`src/design/plm_pkg.sv`:
```
// Shared constants and types for the piecewise linear map.
// No dependencies; imported by plm_div, piecewise_linear_map and plm_checker.
`default_nettype none

package plm_pkg;

    // Table depth and derived widths
    localparam int MAX_POINTS = 16;
    localparam int IDX_W      = (MAX_POINTS > 1) ? $clog2(MAX_POINTS) : 1;
    localparam int N_W        = $clog2(MAX_POINTS + 1);
    localparam int CFG_W      = 5;
    localparam int PIDX_W     = 4;
    localparam int CMPC_W     = (N_W > CFG_W) ? N_W : CFG_W;
    localparam int CMPI_W     = (N_W > PIDX_W) ? N_W : PIDX_W;

    // Breakpoint word as stored: input coordinate over output coordinate
    localparam int COORD_W = 16;
    localparam int ENTRY_W = 2 * COORD_W;

    // Divider widths: product magnitude and widened input span
    localparam int DVD_W = 32;
    localparam int DSR_W = 17;
    localparam int CNT_W = $clog2(DVD_W);

    // Configuration port
    localparam int PADDR_W = 3;
    localparam int PDATA_W = 32;
    localparam logic REG_POINT_COUNT = 1'b0;

    // Item commands
    localparam logic CMD_WRITE = 1'b0;
    localparam logic CMD_MAP   = 1'b1;

    // Divider status as seen by the sequencer
    typedef struct packed {
        logic busy;
        logic done;
    } div_status_t;

endpackage

`default_nettype wire

```
`src/design/plm_ram.sv`:
```
// Generic simple dual-port RAM: one write port, one registered read port.
// No dependencies.
`default_nettype none

module plm_ram #(
    parameter int WIDTH = 32,
    parameter int DEPTH = 16
) (
    input  wire logic                               clk,
    input  wire logic                               we,
    input  wire logic [$clog2(DEPTH > 1 ? DEPTH : 2)-1:0] waddr,
    input  wire logic [WIDTH-1:0]                   wdata,
    input  wire logic [$clog2(DEPTH > 1 ? DEPTH : 2)-1:0] raddr,
    output logic      [WIDTH-1:0]                   rdata
);

    logic [WIDTH-1:0] mem_reg [DEPTH];

    // Write and read on the same edge; read data is registered
    always_ff @(posedge clk)
    begin
        if (we)
        begin
            mem_reg[waddr] <= wdata;
        end
        rdata <= mem_reg[raddr];
    end

endmodule

`default_nettype wire

```
`src/design/plm_div.sv`:
```
// Serial restoring divider, one quotient bit per cycle.
// Depends on plm_pkg for widths and the status struct.
`default_nettype none

module plm_div
    import plm_pkg::*;
(
    input  wire logic             clk,
    input  wire logic             rst_n,
    input  wire logic             start,
    input  wire logic [DVD_W-1:0] dividend,
    input  wire logic [DSR_W-1:0] divisor,
    output logic      [DVD_W-1:0] quotient,
    output div_status_t           status
);

    logic             busy_reg;
    logic             done_reg;
    logic [CNT_W-1:0] cnt_reg;
    logic [DVD_W-1:0] dvd_reg;
    logic [DSR_W-1:0] dsr_reg;
    logic [DSR_W-1:0] rem_reg;

    logic [DSR_W:0]   rem_shift;
    logic [DSR_W:0]   rem_diff;
    logic             fits;

    // Trial subtract of the shifted remainder
    always_comb
    begin
        rem_shift = {rem_reg, dvd_reg[DVD_W-1]};
        rem_diff  = rem_shift - {1'b0, dsr_reg};
        fits      = (rem_shift >= {1'b0, dsr_reg});
    end

    // Control: busy for one pass of all dividend bits, then pulse done
    always_ff @(posedge clk or negedge rst_n)
    begin
        if (!rst_n)
        begin
            busy_reg <= 1'b0;
            done_reg <= 1'b0;
            cnt_reg  <= '0;
        end
        else
        begin
            done_reg <= 1'b0;
            if (start)
            begin
                busy_reg <= 1'b1;
                cnt_reg  <= '0;
            end
            else if (busy_reg)
            begin
                cnt_reg <= cnt_reg + CNT_W'(1);
                if (cnt_reg == CNT_W'(DVD_W - 1))
                begin
                    busy_reg <= 1'b0;
                    done_reg <= 1'b1;
                end
            end
        end
    end

    // Datapath: shift quotient bits in where dividend bits leave
    always_ff @(posedge clk)
    begin
        if (start)
        begin
            dvd_reg <= dividend;
            dsr_reg <= divisor;
            rem_reg <= '0;
        end
        else if (busy_reg)
        begin
            dvd_reg <= {dvd_reg[DVD_W-2:0], fits};
            rem_reg <= fits ? rem_diff[DSR_W-1:0] : rem_shift[DSR_W-1:0];
        end
    end

    assign quotient    = dvd_reg;
    assign status.busy = busy_reg;
    assign status.done = done_reg;

endmodule

`default_nettype wire

```
`src/design/piecewise_linear_map.sv`:
```
// Piecewise linear map: a write word (cmd 0) stores one breakpoint and gives
// no result. A map word (cmd 1) walks the table from slot 0, with a RAM read
// and then a compare for each breakpoint examined, and a clamped result goes
// straight to the output step. An interpolated result then passes through
// the span step, the multiply, the serial divider (a 32-bit quotient and the
// done pulse) and the offset and saturation step. The block stalls its input
// while a map word is in progress; a finished result waits in the output
// register and the next word is taken meanwhile.
// Depends on plm_pkg, plm_ram and plm_div.
`default_nettype none

module piecewise_linear_map
    import plm_pkg::*;
(
    input  wire logic                      clk,
    input  wire logic                      rst_n,
    // Input channel
    input  wire logic                      in_valid,
    output logic                           in_stall,
    input  wire logic                      cmd,
    input  wire logic [PIDX_W-1:0]         point_index,
    input  wire logic signed [COORD_W-1:0] point_in,
    input  wire logic signed [COORD_W-1:0] point_out,
    input  wire logic signed [COORD_W-1:0] sample,
    // Output channel
    output logic                           out_valid,
    input  wire logic                      out_stall,
    output logic signed [COORD_W-1:0]      mapped,
    // Configuration port
    input  wire logic                      psel,
    input  wire logic                      penable,
    input  wire logic                      pwrite,
    input  wire logic [PADDR_W-1:0]        paddr,
    input  wire logic [PDATA_W-1:0]        pwdata,
    output logic      [PDATA_W-1:0]        prdata,
    output logic                           pready
);

    typedef enum logic [2:0] {
        S_IDLE,
        S_FETCH,
        S_CHECK,
        S_SETUP,
        S_MUL,
        S_DIV,
        S_ADD,
        S_OUT
    } state_t;

    state_t state_reg;
    state_t state_next;

    logic [CFG_W-1:0]          point_count_reg;
    logic                      out_valid_reg;
    logic signed [COORD_W-1:0] mapped_reg;

    logic [IDX_W-1:0]          idx_reg;
    logic [N_W-1:0]            n_reg;
    logic signed [COORD_W-1:0] x_reg;
    logic signed [COORD_W-1:0] lo_in_reg;
    logic signed [COORD_W-1:0] lo_out_reg;
    logic signed [COORD_W-1:0] hi_in_reg;
    logic signed [COORD_W-1:0] hi_out_reg;
    logic signed [COORD_W-1:0] res_reg;
    logic [COORD_W-1:0]        dx_reg;
    logic signed [COORD_W+1:0] span_out_reg;
    logic [DSR_W-1:0]          span_in_reg;
    logic                      neg_reg;

    logic                      in_accept;
    logic                      ram_we;
    logic [ENTRY_W-1:0]        ram_rdata;
    logic signed [COORD_W-1:0] e_in;
    logic signed [COORD_W-1:0] e_out;
    logic                      last_slot;
    logic [N_W-1:0]            n_eff;
    logic [CMPC_W-1:0]         cfg_wide;

    logic signed [COORD_W:0]   span_in_raw;
    logic signed [COORD_W:0]   span_out_raw;
    logic signed [COORD_W+1:0] span_in_adj;
    logic signed [COORD_W+1:0] span_out_adj;
    logic [COORD_W:0]          dx_raw;
    logic [DSR_W-1:0]          out_mag;
    logic [DSR_W+COORD_W-1:0]  product;

    logic                      div_start;
    logic [DVD_W-1:0]          div_q;
    div_status_t               div_stat;
    logic signed [DVD_W:0]     q_signed;
    logic signed [DVD_W+1:0]   sum;
    logic signed [COORD_W-1:0] sat_val;

    assign in_accept = in_valid && !in_stall;
    assign in_stall  = (state_reg != S_IDLE);
    assign out_valid = out_valid_reg;
    assign mapped    = mapped_reg;

    // Configuration port: always ready, one register
    assign pready = 1'b1;
    assign prdata = (paddr[2] == REG_POINT_COUNT) ? PDATA_W'(point_count_reg) : '0;

    // Breakpoint store; writes to slots past the table are dropped
    assign ram_we = in_accept && (cmd == CMD_WRITE)
                    && (CMPI_W'(point_index) < CMPI_W'(MAX_POINTS));

    plm_ram #(
        .WIDTH(ENTRY_W),
        .DEPTH(MAX_POINTS)
    ) u_ram (
        .clk  (clk),
        .we   (ram_we),
        .waddr(IDX_W'(point_index)),
        .wdata({point_in, point_out}),
        .raddr(idx_reg),
        .rdata(ram_rdata)
    );

    assign e_in      = ram_rdata[ENTRY_W-1:COORD_W];
    assign e_out     = ram_rdata[COORD_W-1:0];
    assign last_slot = ((N_W'(idx_reg) + N_W'(1)) == n_reg);

    // Clamp the breakpoint count to 1..MAX_POINTS
    always_comb
    begin
        cfg_wide = CMPC_W'(point_count_reg);
        if (cfg_wide == '0)
        begin
            n_eff = N_W'(1);
        end
        else if (cfg_wide > CMPC_W'(MAX_POINTS))
        begin
            n_eff = N_W'(MAX_POINTS);
        end
        else
        begin
            n_eff = N_W'(cfg_wide);
        end
    end

    // Spans, widened by one when the input span exceeds the output span
    always_comb
    begin
        span_in_raw  = (COORD_W+1)'(hi_in_reg) - (COORD_W+1)'(lo_in_reg);
        span_out_raw = (COORD_W+1)'(hi_out_reg) - (COORD_W+1)'(lo_out_reg);
        span_in_adj  = (COORD_W+2)'(span_in_raw);
        span_out_adj = (COORD_W+2)'(span_out_raw);
        if (span_in_raw > span_out_raw)
        begin
            span_in_adj  = span_in_adj + (COORD_W+2)'(1);
            span_out_adj = span_out_adj + (COORD_W+2)'(1);
        end
        dx_raw = (COORD_W+1)'(x_reg) - (COORD_W+1)'(lo_in_reg);
    end

    // Magnitude product for the divider
    always_comb
    begin
        out_mag = span_out_reg[COORD_W+1] ? DSR_W'(-span_out_reg) : DSR_W'(span_out_reg);
        product = dx_reg * out_mag;
    end

    assign div_start = (state_reg == S_MUL);

    plm_div u_div (
        .clk     (clk),
        .rst_n   (rst_n),
        .start   (div_start),
        .dividend(product[DVD_W-1:0]),
        .divisor (span_in_reg),
        .quotient(div_q),
        .status  (div_stat)
    );

    // Restore the sign, add the low output and saturate
    always_comb
    begin
        q_signed = neg_reg ? -$signed({1'b0, div_q}) : $signed({1'b0, div_q});
        sum      = (DVD_W+2)'(q_signed) + (DVD_W+2)'(lo_out_reg);
        if (sum > (DVD_W+2)'(32767))
        begin
            sat_val = 16'sh7FFF;
        end
        else if (sum < -(DVD_W+2)'(32768))
        begin
            sat_val = -16'sh8000;
        end
        else
        begin
            sat_val = sum[COORD_W-1:0];
        end
    end

    // Sequencer: walk the table, then run the interpolation steps
    always_comb
    begin
        state_next = state_reg;
        case (state_reg)
            S_IDLE:
            begin
                if (in_accept && (cmd == CMD_MAP))
                begin
                    state_next = S_FETCH;
                end
            end
            S_FETCH:
            begin
                state_next = S_CHECK;
            end
            S_CHECK:
            begin
                if (x_reg > e_in)
                begin
                    state_next = last_slot ? S_OUT : S_FETCH;
                end
                else if (idx_reg == '0)
                begin
                    state_next = S_OUT;
                end
                else
                begin
                    state_next = S_SETUP;
                end
            end
            S_SETUP:
            begin
                state_next = S_MUL;
            end
            S_MUL:
            begin
                state_next = S_DIV;
            end
            S_DIV:
            begin
                if (div_stat.done)
                begin
                    state_next = S_ADD;
                end
            end
            S_ADD:
            begin
                state_next = S_OUT;
            end
            S_OUT:
            begin
                if (!out_valid_reg || !out_stall)
                begin
                    state_next = S_IDLE;
                end
            end
            default:
            begin
                state_next = S_IDLE;
            end
        endcase
    end

    // Hold state, count register and the output word
    always_ff @(posedge clk or negedge rst_n)
    begin
        if (!rst_n)
        begin
            state_reg       <= S_IDLE;
            out_valid_reg   <= 1'b0;
            point_count_reg <= CFG_W'(1);
        end
        else
        begin
            state_reg <= state_next;
            if (psel && penable && pwrite && pready && (paddr[2] == REG_POINT_COUNT))
            begin
                point_count_reg <= pwdata[CFG_W-1:0];
            end
            if (state_reg == S_OUT && (!out_valid_reg || !out_stall))
            begin
                out_valid_reg <= 1'b1;
            end
            else if (out_valid_reg && !out_stall)
            begin
                out_valid_reg <= 1'b0;
            end
        end
    end

    // Payload registers of the walk and the arithmetic
    always_ff @(posedge clk)
    begin
        case (state_reg)
            S_IDLE:
            begin
                x_reg   <= sample;
                n_reg   <= n_eff;
                idx_reg <= '0;
            end
            S_CHECK:
            begin
                if (x_reg > e_in)
                begin
                    res_reg    <= e_out;
                    lo_in_reg  <= e_in;
                    lo_out_reg <= e_out;
                    if (!last_slot)
                    begin
                        idx_reg <= idx_reg + IDX_W'(1);
                    end
                end
                else
                begin
                    res_reg    <= e_out;
                    hi_in_reg  <= e_in;
                    hi_out_reg <= e_out;
                end
            end
            S_SETUP:
            begin
                span_in_reg  <= DSR_W'(span_in_adj);
                span_out_reg <= span_out_adj;
                dx_reg       <= dx_raw[COORD_W-1:0];
                neg_reg      <= span_out_adj[COORD_W+1];
            end
            S_ADD:
            begin
                res_reg <= sat_val;
            end
            S_OUT:
            begin
                if (!out_valid_reg || !out_stall)
                begin
                    mapped_reg <= res_reg;
                end
            end
            default:
            begin
            end
        endcase
    end

endmodule

`default_nettype wire

```
`config.mk`:
```
export PLATFORM = sky130hd
export DESIGN_NAME = piecewise_linear_map
export DESIGN_NICKNAME = d
export VERILOG_FILES = /design/src/design/plm_pkg.sv /design/src/design/plm_ram.sv /design/src/design/plm_div.sv /design/src/design/piecewise_linear_map.sv
export SDC_FILE = /design/constraint.sdc
export NUM_CORES = 2
export LEC_CHECK = 0
export ABC_AREA = 1
export ABC_CLOCK_PERIOD_IN_PS = 10400
export BUFFER_PORTS_ARGS = -buffer_cell sky130_fd_sc_hd__buf_2
export CORE_MARGIN = 2
export CORE_UTILIZATION = 50
export DETAILED_ROUTE_END_ITERATION = 10
export PLACE_DENSITY = 0.78
export SLEW_MARGIN = 10
export SYNTH_ARGS = -nofsm -noshare
export SYNTH_HDL_FRONTEND = slang
export SYNTH_HIERARCHICAL = 1
export SYNTH_SLANG_ARGS = --single-unit
```
`constraint.sdc`:
```
create_clock -name clk -period 10.4 [get_ports clk]
set_clock_uncertainty 0.15 [all_clocks]
set_input_delay 1.56 -clock clk [delete_from_list [all_inputs] [get_ports clk]]
set_output_delay 1.56 -clock clk [all_outputs]
set_load 0.02 [all_outputs]
```
# Word-level counts from Yosys, hierarchy flattened
# Memories as Yosys holds them, arrays and structs flattened. A register that Yosys moved wholly into a read port is not among the register bits.
# Index checks and enable logic that the tools add are counted.
[classes]
n_addsub = 12
mul = 1
n_div = 0
magnitude_cmp = 6
n_eq_ne = 14
shift = 0
mux = 34
bitwise_logic = 3
reduce_logical = 26
[op_table]
columns = ["operator", "count"]
rows = [
  ["2-to-1 mux 32 bit", 2],
  ["2-to-1 mux 17 bit", 3],
  ["adder 33 x 16 -> 34 bit", 1],
  ["> comparator 34 x 16 -> 1 bit, second input constant", 1],
  ["< comparator 34 x 16 -> 1 bit, second input constant", 1],
  ["subtractor 16 x 16 -> 17 bit", 2],
  ["2-to-1 mux 33 bit", 1],
  ["negator 32 -> 33 bit", 1],
  ["multiplier 16 x 17 -> 32 bit", 1],
  ["2-to-1 mux 16 bit", 2],
  ["one-hot mux 16 bit (2 select lines)", 1],
  ["one-hot mux 3 bit (8 select lines)", 1],
  ["2-to-1 mux 5 bit", 4],
  ["adder 17 x 2 -> 18 bit, second input constant", 1],
  ["greater-or-equal comparator 18 x 17 -> 1 bit", 1],
  ["2-to-1 mux 18 bit", 1],
  ["2-to-1 mux 3 bit", 6],
  ["adder 17 x 2 -> 17 bit, second input constant", 1],
  ["> comparator 17 bit", 1],
  ["negator 17 bit", 1],
  ["subtractor 17 bit", 1],
  ["> comparator 16 bit", 1],
  ["subtractor 16 bit", 1],
  ["equality test 3 bit, second input constant", 4],
  ["other kinds (25)", 56],
]
[word_totals]
register_bits = 255
latchBits = 0
mem_bits_rw = 512
rom_bits = 0
inputBits = 95
word_cells = 120
n_memories = 1
[mem_list]
columns = ["name", "depth", "width", "read_ports", "rd_ports_with_merged_regs", "write_ports", "line_no", "text"]
rows = [
  ["u_ram.mem_reg", 16, 32, 1, 1, 1, "plm_ram.sv:17", "logic [WIDTH-1:0] mem_reg [DEPTH];"],
]

# Logic depth before layout (Yosys ltp)
[logic_depth]
depth_word = 7
ltp_mapped = 38

# Cells and area by module
# Netlist, hierarchy kept.
[modules_own_cells]
columns = ["mod", "n_inst", "cells_per_inst", "area_each_um2", "seq_area_each_um2"]
rows = [
  ["piecewise_linear_map", 1, 2961, 22979.5, 5391.4],
  ["plm_ram", 1, 2121, 22738.1, 16015.4],
  ["plm_div", 1, 532, 4266.6, 1986.9],
]

# Least setup slack after synthesis
# No wires, ideal clock.
[synth_path]
path_kind = "register to register"
startpoint = "reg span_out_reg[0]"
endpoint = "reg u_div.dvd_reg[29] (netlist: u_div/quotient[29]), data pin"
arrival_ps = 6864
t_required_ps = 9997
path_slack_ps = 3133
path_stages_with_launch = 37
synth_period_minus_slack_ps = 7267
cell_sequence = "edfxtp_1 > clkbuf_1 > buf_1 > inv_1 > ha_1 > inv_1 > nor3_1 > inv_1 > nor2_1 > inv_1 > o21ai_0 > or2_2 > nand2_1 > clkbuf_1 > nand2_1 > fa_1 > fa_1 > fa_1 > inv_1 > fa_1 > fa_1 > inv_1 > fa_1 > inv_1 > ha_1 > nand2_1 > nor2_1 > inv_1 > nor3_1 > a21oi_1 > o21ai_0 > nand2_1 > nand2_1 > a21oi_1 > xnor2_1 > nand2_1 > nand2_1"
[synth_via]
elab_chain_len = 4
[synth_lines]
columns = ["item", "line_no", "text"]
rows = [
  ["start: declaration", "piecewise_linear_map.sv:66", "logic signed [COORD_W+1:0] span_out_reg;"],
  ["start signal: assignment", "piecewise_linear_map.sv:317", "span_out_reg <= span_out_adj;"],
  ["negator 17 bit", "piecewise_linear_map.sv:159", "out_mag = span_out_reg[COORD_W+1] ? DSR_W'(-span_out_reg) : DSR_W'(span_out_reg);"],
  ["2-to-1 mux 17 bit (*)", "piecewise_linear_map.sv:159", ""],
  ["multiplier 16 x 17 -> 32 bit (*)", "piecewise_linear_map.sv:160", "product = dx_reg * out_mag;"],
  ["net product[29]", "piecewise_linear_map.sv:85", "logic [DSR_W+COORD_W-1:0] product;"],
  ["2-to-1 mux 32 bit (*)", "plm_div.sv:68", "if (start)"],
  ["end signal: assignment", "plm_div.sv:70", "dvd_reg <= dividend;"],
  ["end signal: assignment", "plm_div.sv:76", "dvd_reg <= {dvd_reg[DVD_W-2:0], fits};"],
  ["end: declaration", "plm_div.sv:20", "logic [DVD_W-1:0] dvd_reg;"],
]
# The timed path passes the listed nets; every way through them passes the cells marked *.
# A chain may end at the register's enable or synchronous reset.

# Worst setup path in the final report
# Same ends and word-level chain as after synthesis.

==> impl_metrics.json <==
{
  "cts_buffers": 81,
  "grt_pass1_wl_mm": 197.1,
  "holdPathStages": 0,
  "die_w_um": 320.2,
  "end_kind": "flip-flop",
  "drtPass1Iterations": 6,
  "cts_root_buf": "clkbuf_16",
  "worst_pin_slew_ns": 1.011,
  "cts_resized": 0,
  "required_ns": 10.64,
  "drt_iter0_drc": 3747,
  "r2r-end": "u_div/quotient[29]",
  "rsz0062_at_grt": "false",
  "place_inst": 6866,
  "r2r_start": "span_out_reg[0]",
  "grt_max_degree": 200,
  "holdCritPathClass": "flip-flop to flip-flop",
  "post_drt_wl_per_cell_um": 18.12,
  "cts_hold_buf": 0,
  "slew_viol_final": 0,
  "antenna_left": 0,
  "drc": 0,
  "syn-cell-area_um2": 49980,
  "vias": 37472,
  "synthCells": 5613,
  "rows": 115,
  "fmax_ghz": 0.1183,
  "clk_pin_slew_ns": 0.06,
  "num_io_pins": 146,
  "whs_endpoint": "u_div/dsr_reg[3]",
  "drv_cap": 0,
  "status": "completed",
  "cts_tree": "done",
  "timing.final.crit_period_ns": 8.455,
  "critPathMaxStageDelay_ns": 0.61,
  "dp_hpwl_mm": 86.24,
  "ff2ff_setup_slack_ns": 1.94,
  "min_from": "span_in_reg[3]",
  "initial_core_util_pct": 50.63,
  "grt_pass1_vias": 36378,
  "routed_wl_mm": 127.2,
  "crit_type": "flip-flop to flip-flop",
  "worstPathMaxFanout": 18,
  "nNetsFinal": 6210,
  "cts.sinks": 798,
  "arrival_ns": 8.69,
  "final_cells": 7017,
  "grt_util_all_layers_pct": 24.71,
  "die-area_um2": 102500,
  "critPathMostFrequentCell": "inv_1",
  "viasPerCell": 5.340,
  "crit_slowest_cell": "fa_1",
  "setup_violations": 0,
  "cts_setup_buffers": 0,
  "drive_gt1_share_pct": 5.935,
  "tns_ns": 0,
  "cts_buffer_depth": 3,
  "area_growth_pct": 8.495,
  "largest_reg_flops": 512,
  "yosysWarningCount": 6,
  "hold_viol_final": 0,
  "slew_headroom_pct": 32.46,
  "syn_area_per_cell_um2": 8.904,
  "clk_latency_ns": 0.66,
  "ff2ff_path_depth": 35,
  "die_h_um": 320.2,
  "crit_path_start_kind": "flip-flop",
  "gp_congestion": 0.9493,
  "h-tree-depth": 3,
  "final.period_utilization_pct": 81.30,
  "overflow": 0,
  "coreArea_um2": 98710,
  "antenna_found_initial": 10,
  "portBuffers": 88
}
## final cells by class
| type | instances | area, um2 |
|---|---|---|
| tap | 1287 | 1610 |
| sequential | 798 | 23390 |
| multi-input combinational | 3592 | 21650 |
| antenna | 1 | 2.502 |
| clock inverter | 50 | 688.2 |
| timing repair buffer | 127 | 770.7 |
| clock buffer | 100 | 2108 |
| fill | 8383 | 44490 |
| inverter | 1062 | 3998 |
## metal layers
metal	GRT usage, %	wire length [um]	vias to the layer above
met1	30.27	47790	17731
met3	3.366	10110	314
li1	-	-	17788
met4	9.452	5029	8
met2	44.23	64200	1631
met5	0	54	-
## cells in the final DEF (no fill, tap or decap), types with 41 or more instances in the layout
cell / count
nand3_1: 508
inv_1: 1051
xor2_1: 98
fa_1: 212
dfxtp_1: 49
buf_2: 88
nor2_1: 312
nand2_1: 1675
ha_1: 241
o21ai_0: 58
a21oi_1: 140
xnor2_1: 48
nor3_1: 41
clkbuf_16: 81
edfxtp_1: 733
## worst max-delay path: cells and delay by family (launching register included)
family / cells / cell delay [ns]
AOI/OAI and AO/OA: 7 / 1.46
DFF: 1 / 0.36
xor gates and xnor gates: 1 / 0.09
adders and majority gates: 8 / 3.70
and+or+nand+nor: 9 / 1.32
buffers and inverters: 10 / 1.12
## worst max-delay path by stage
stage | from | slack, ns | cells past startpoint | end
after floorplan | span_out_reg[0] | 3.13 | 36 | u_div/quotient[29]
after global placement | span_out_reg[0] | 2.25 | 35 | u_div/quotient[29]
after detailed placement | span_out_reg[0] | 2.11 | 35 | u_div/quotient[29]
after CTS | span_out_reg[0] | 2.01 | 35 | u_div/quotient[29]
after global routing | span_out_reg[0] | 1.45 | 36 | u_div/quotient[29]
final | span_out_reg[0] | 1.94 | 35 | u_div/quotient[29]
## through the flow
stage | hold slack (ns) | setup slack, ns | cell area (um2) | util, %
after floorplan | 0.2503 | 3.133 | 50070 | -
after global placement | 0.2506 | 2.248 | 51420 | 52.10
after detailed placement | 0.2557 | 2.108 | 51420 | 52.10
after CTS | 0.2691 | 2.015 | 54220 | 54.93
after global routing | 0.2689 | 1.447 | 54220 | 54.93
final | 0.2712 | 1.945 | 54220 | 54.93
Power is not shown: default switching activity piles up to over one toggle a cycle in this logic, so the estimate is an artifact.
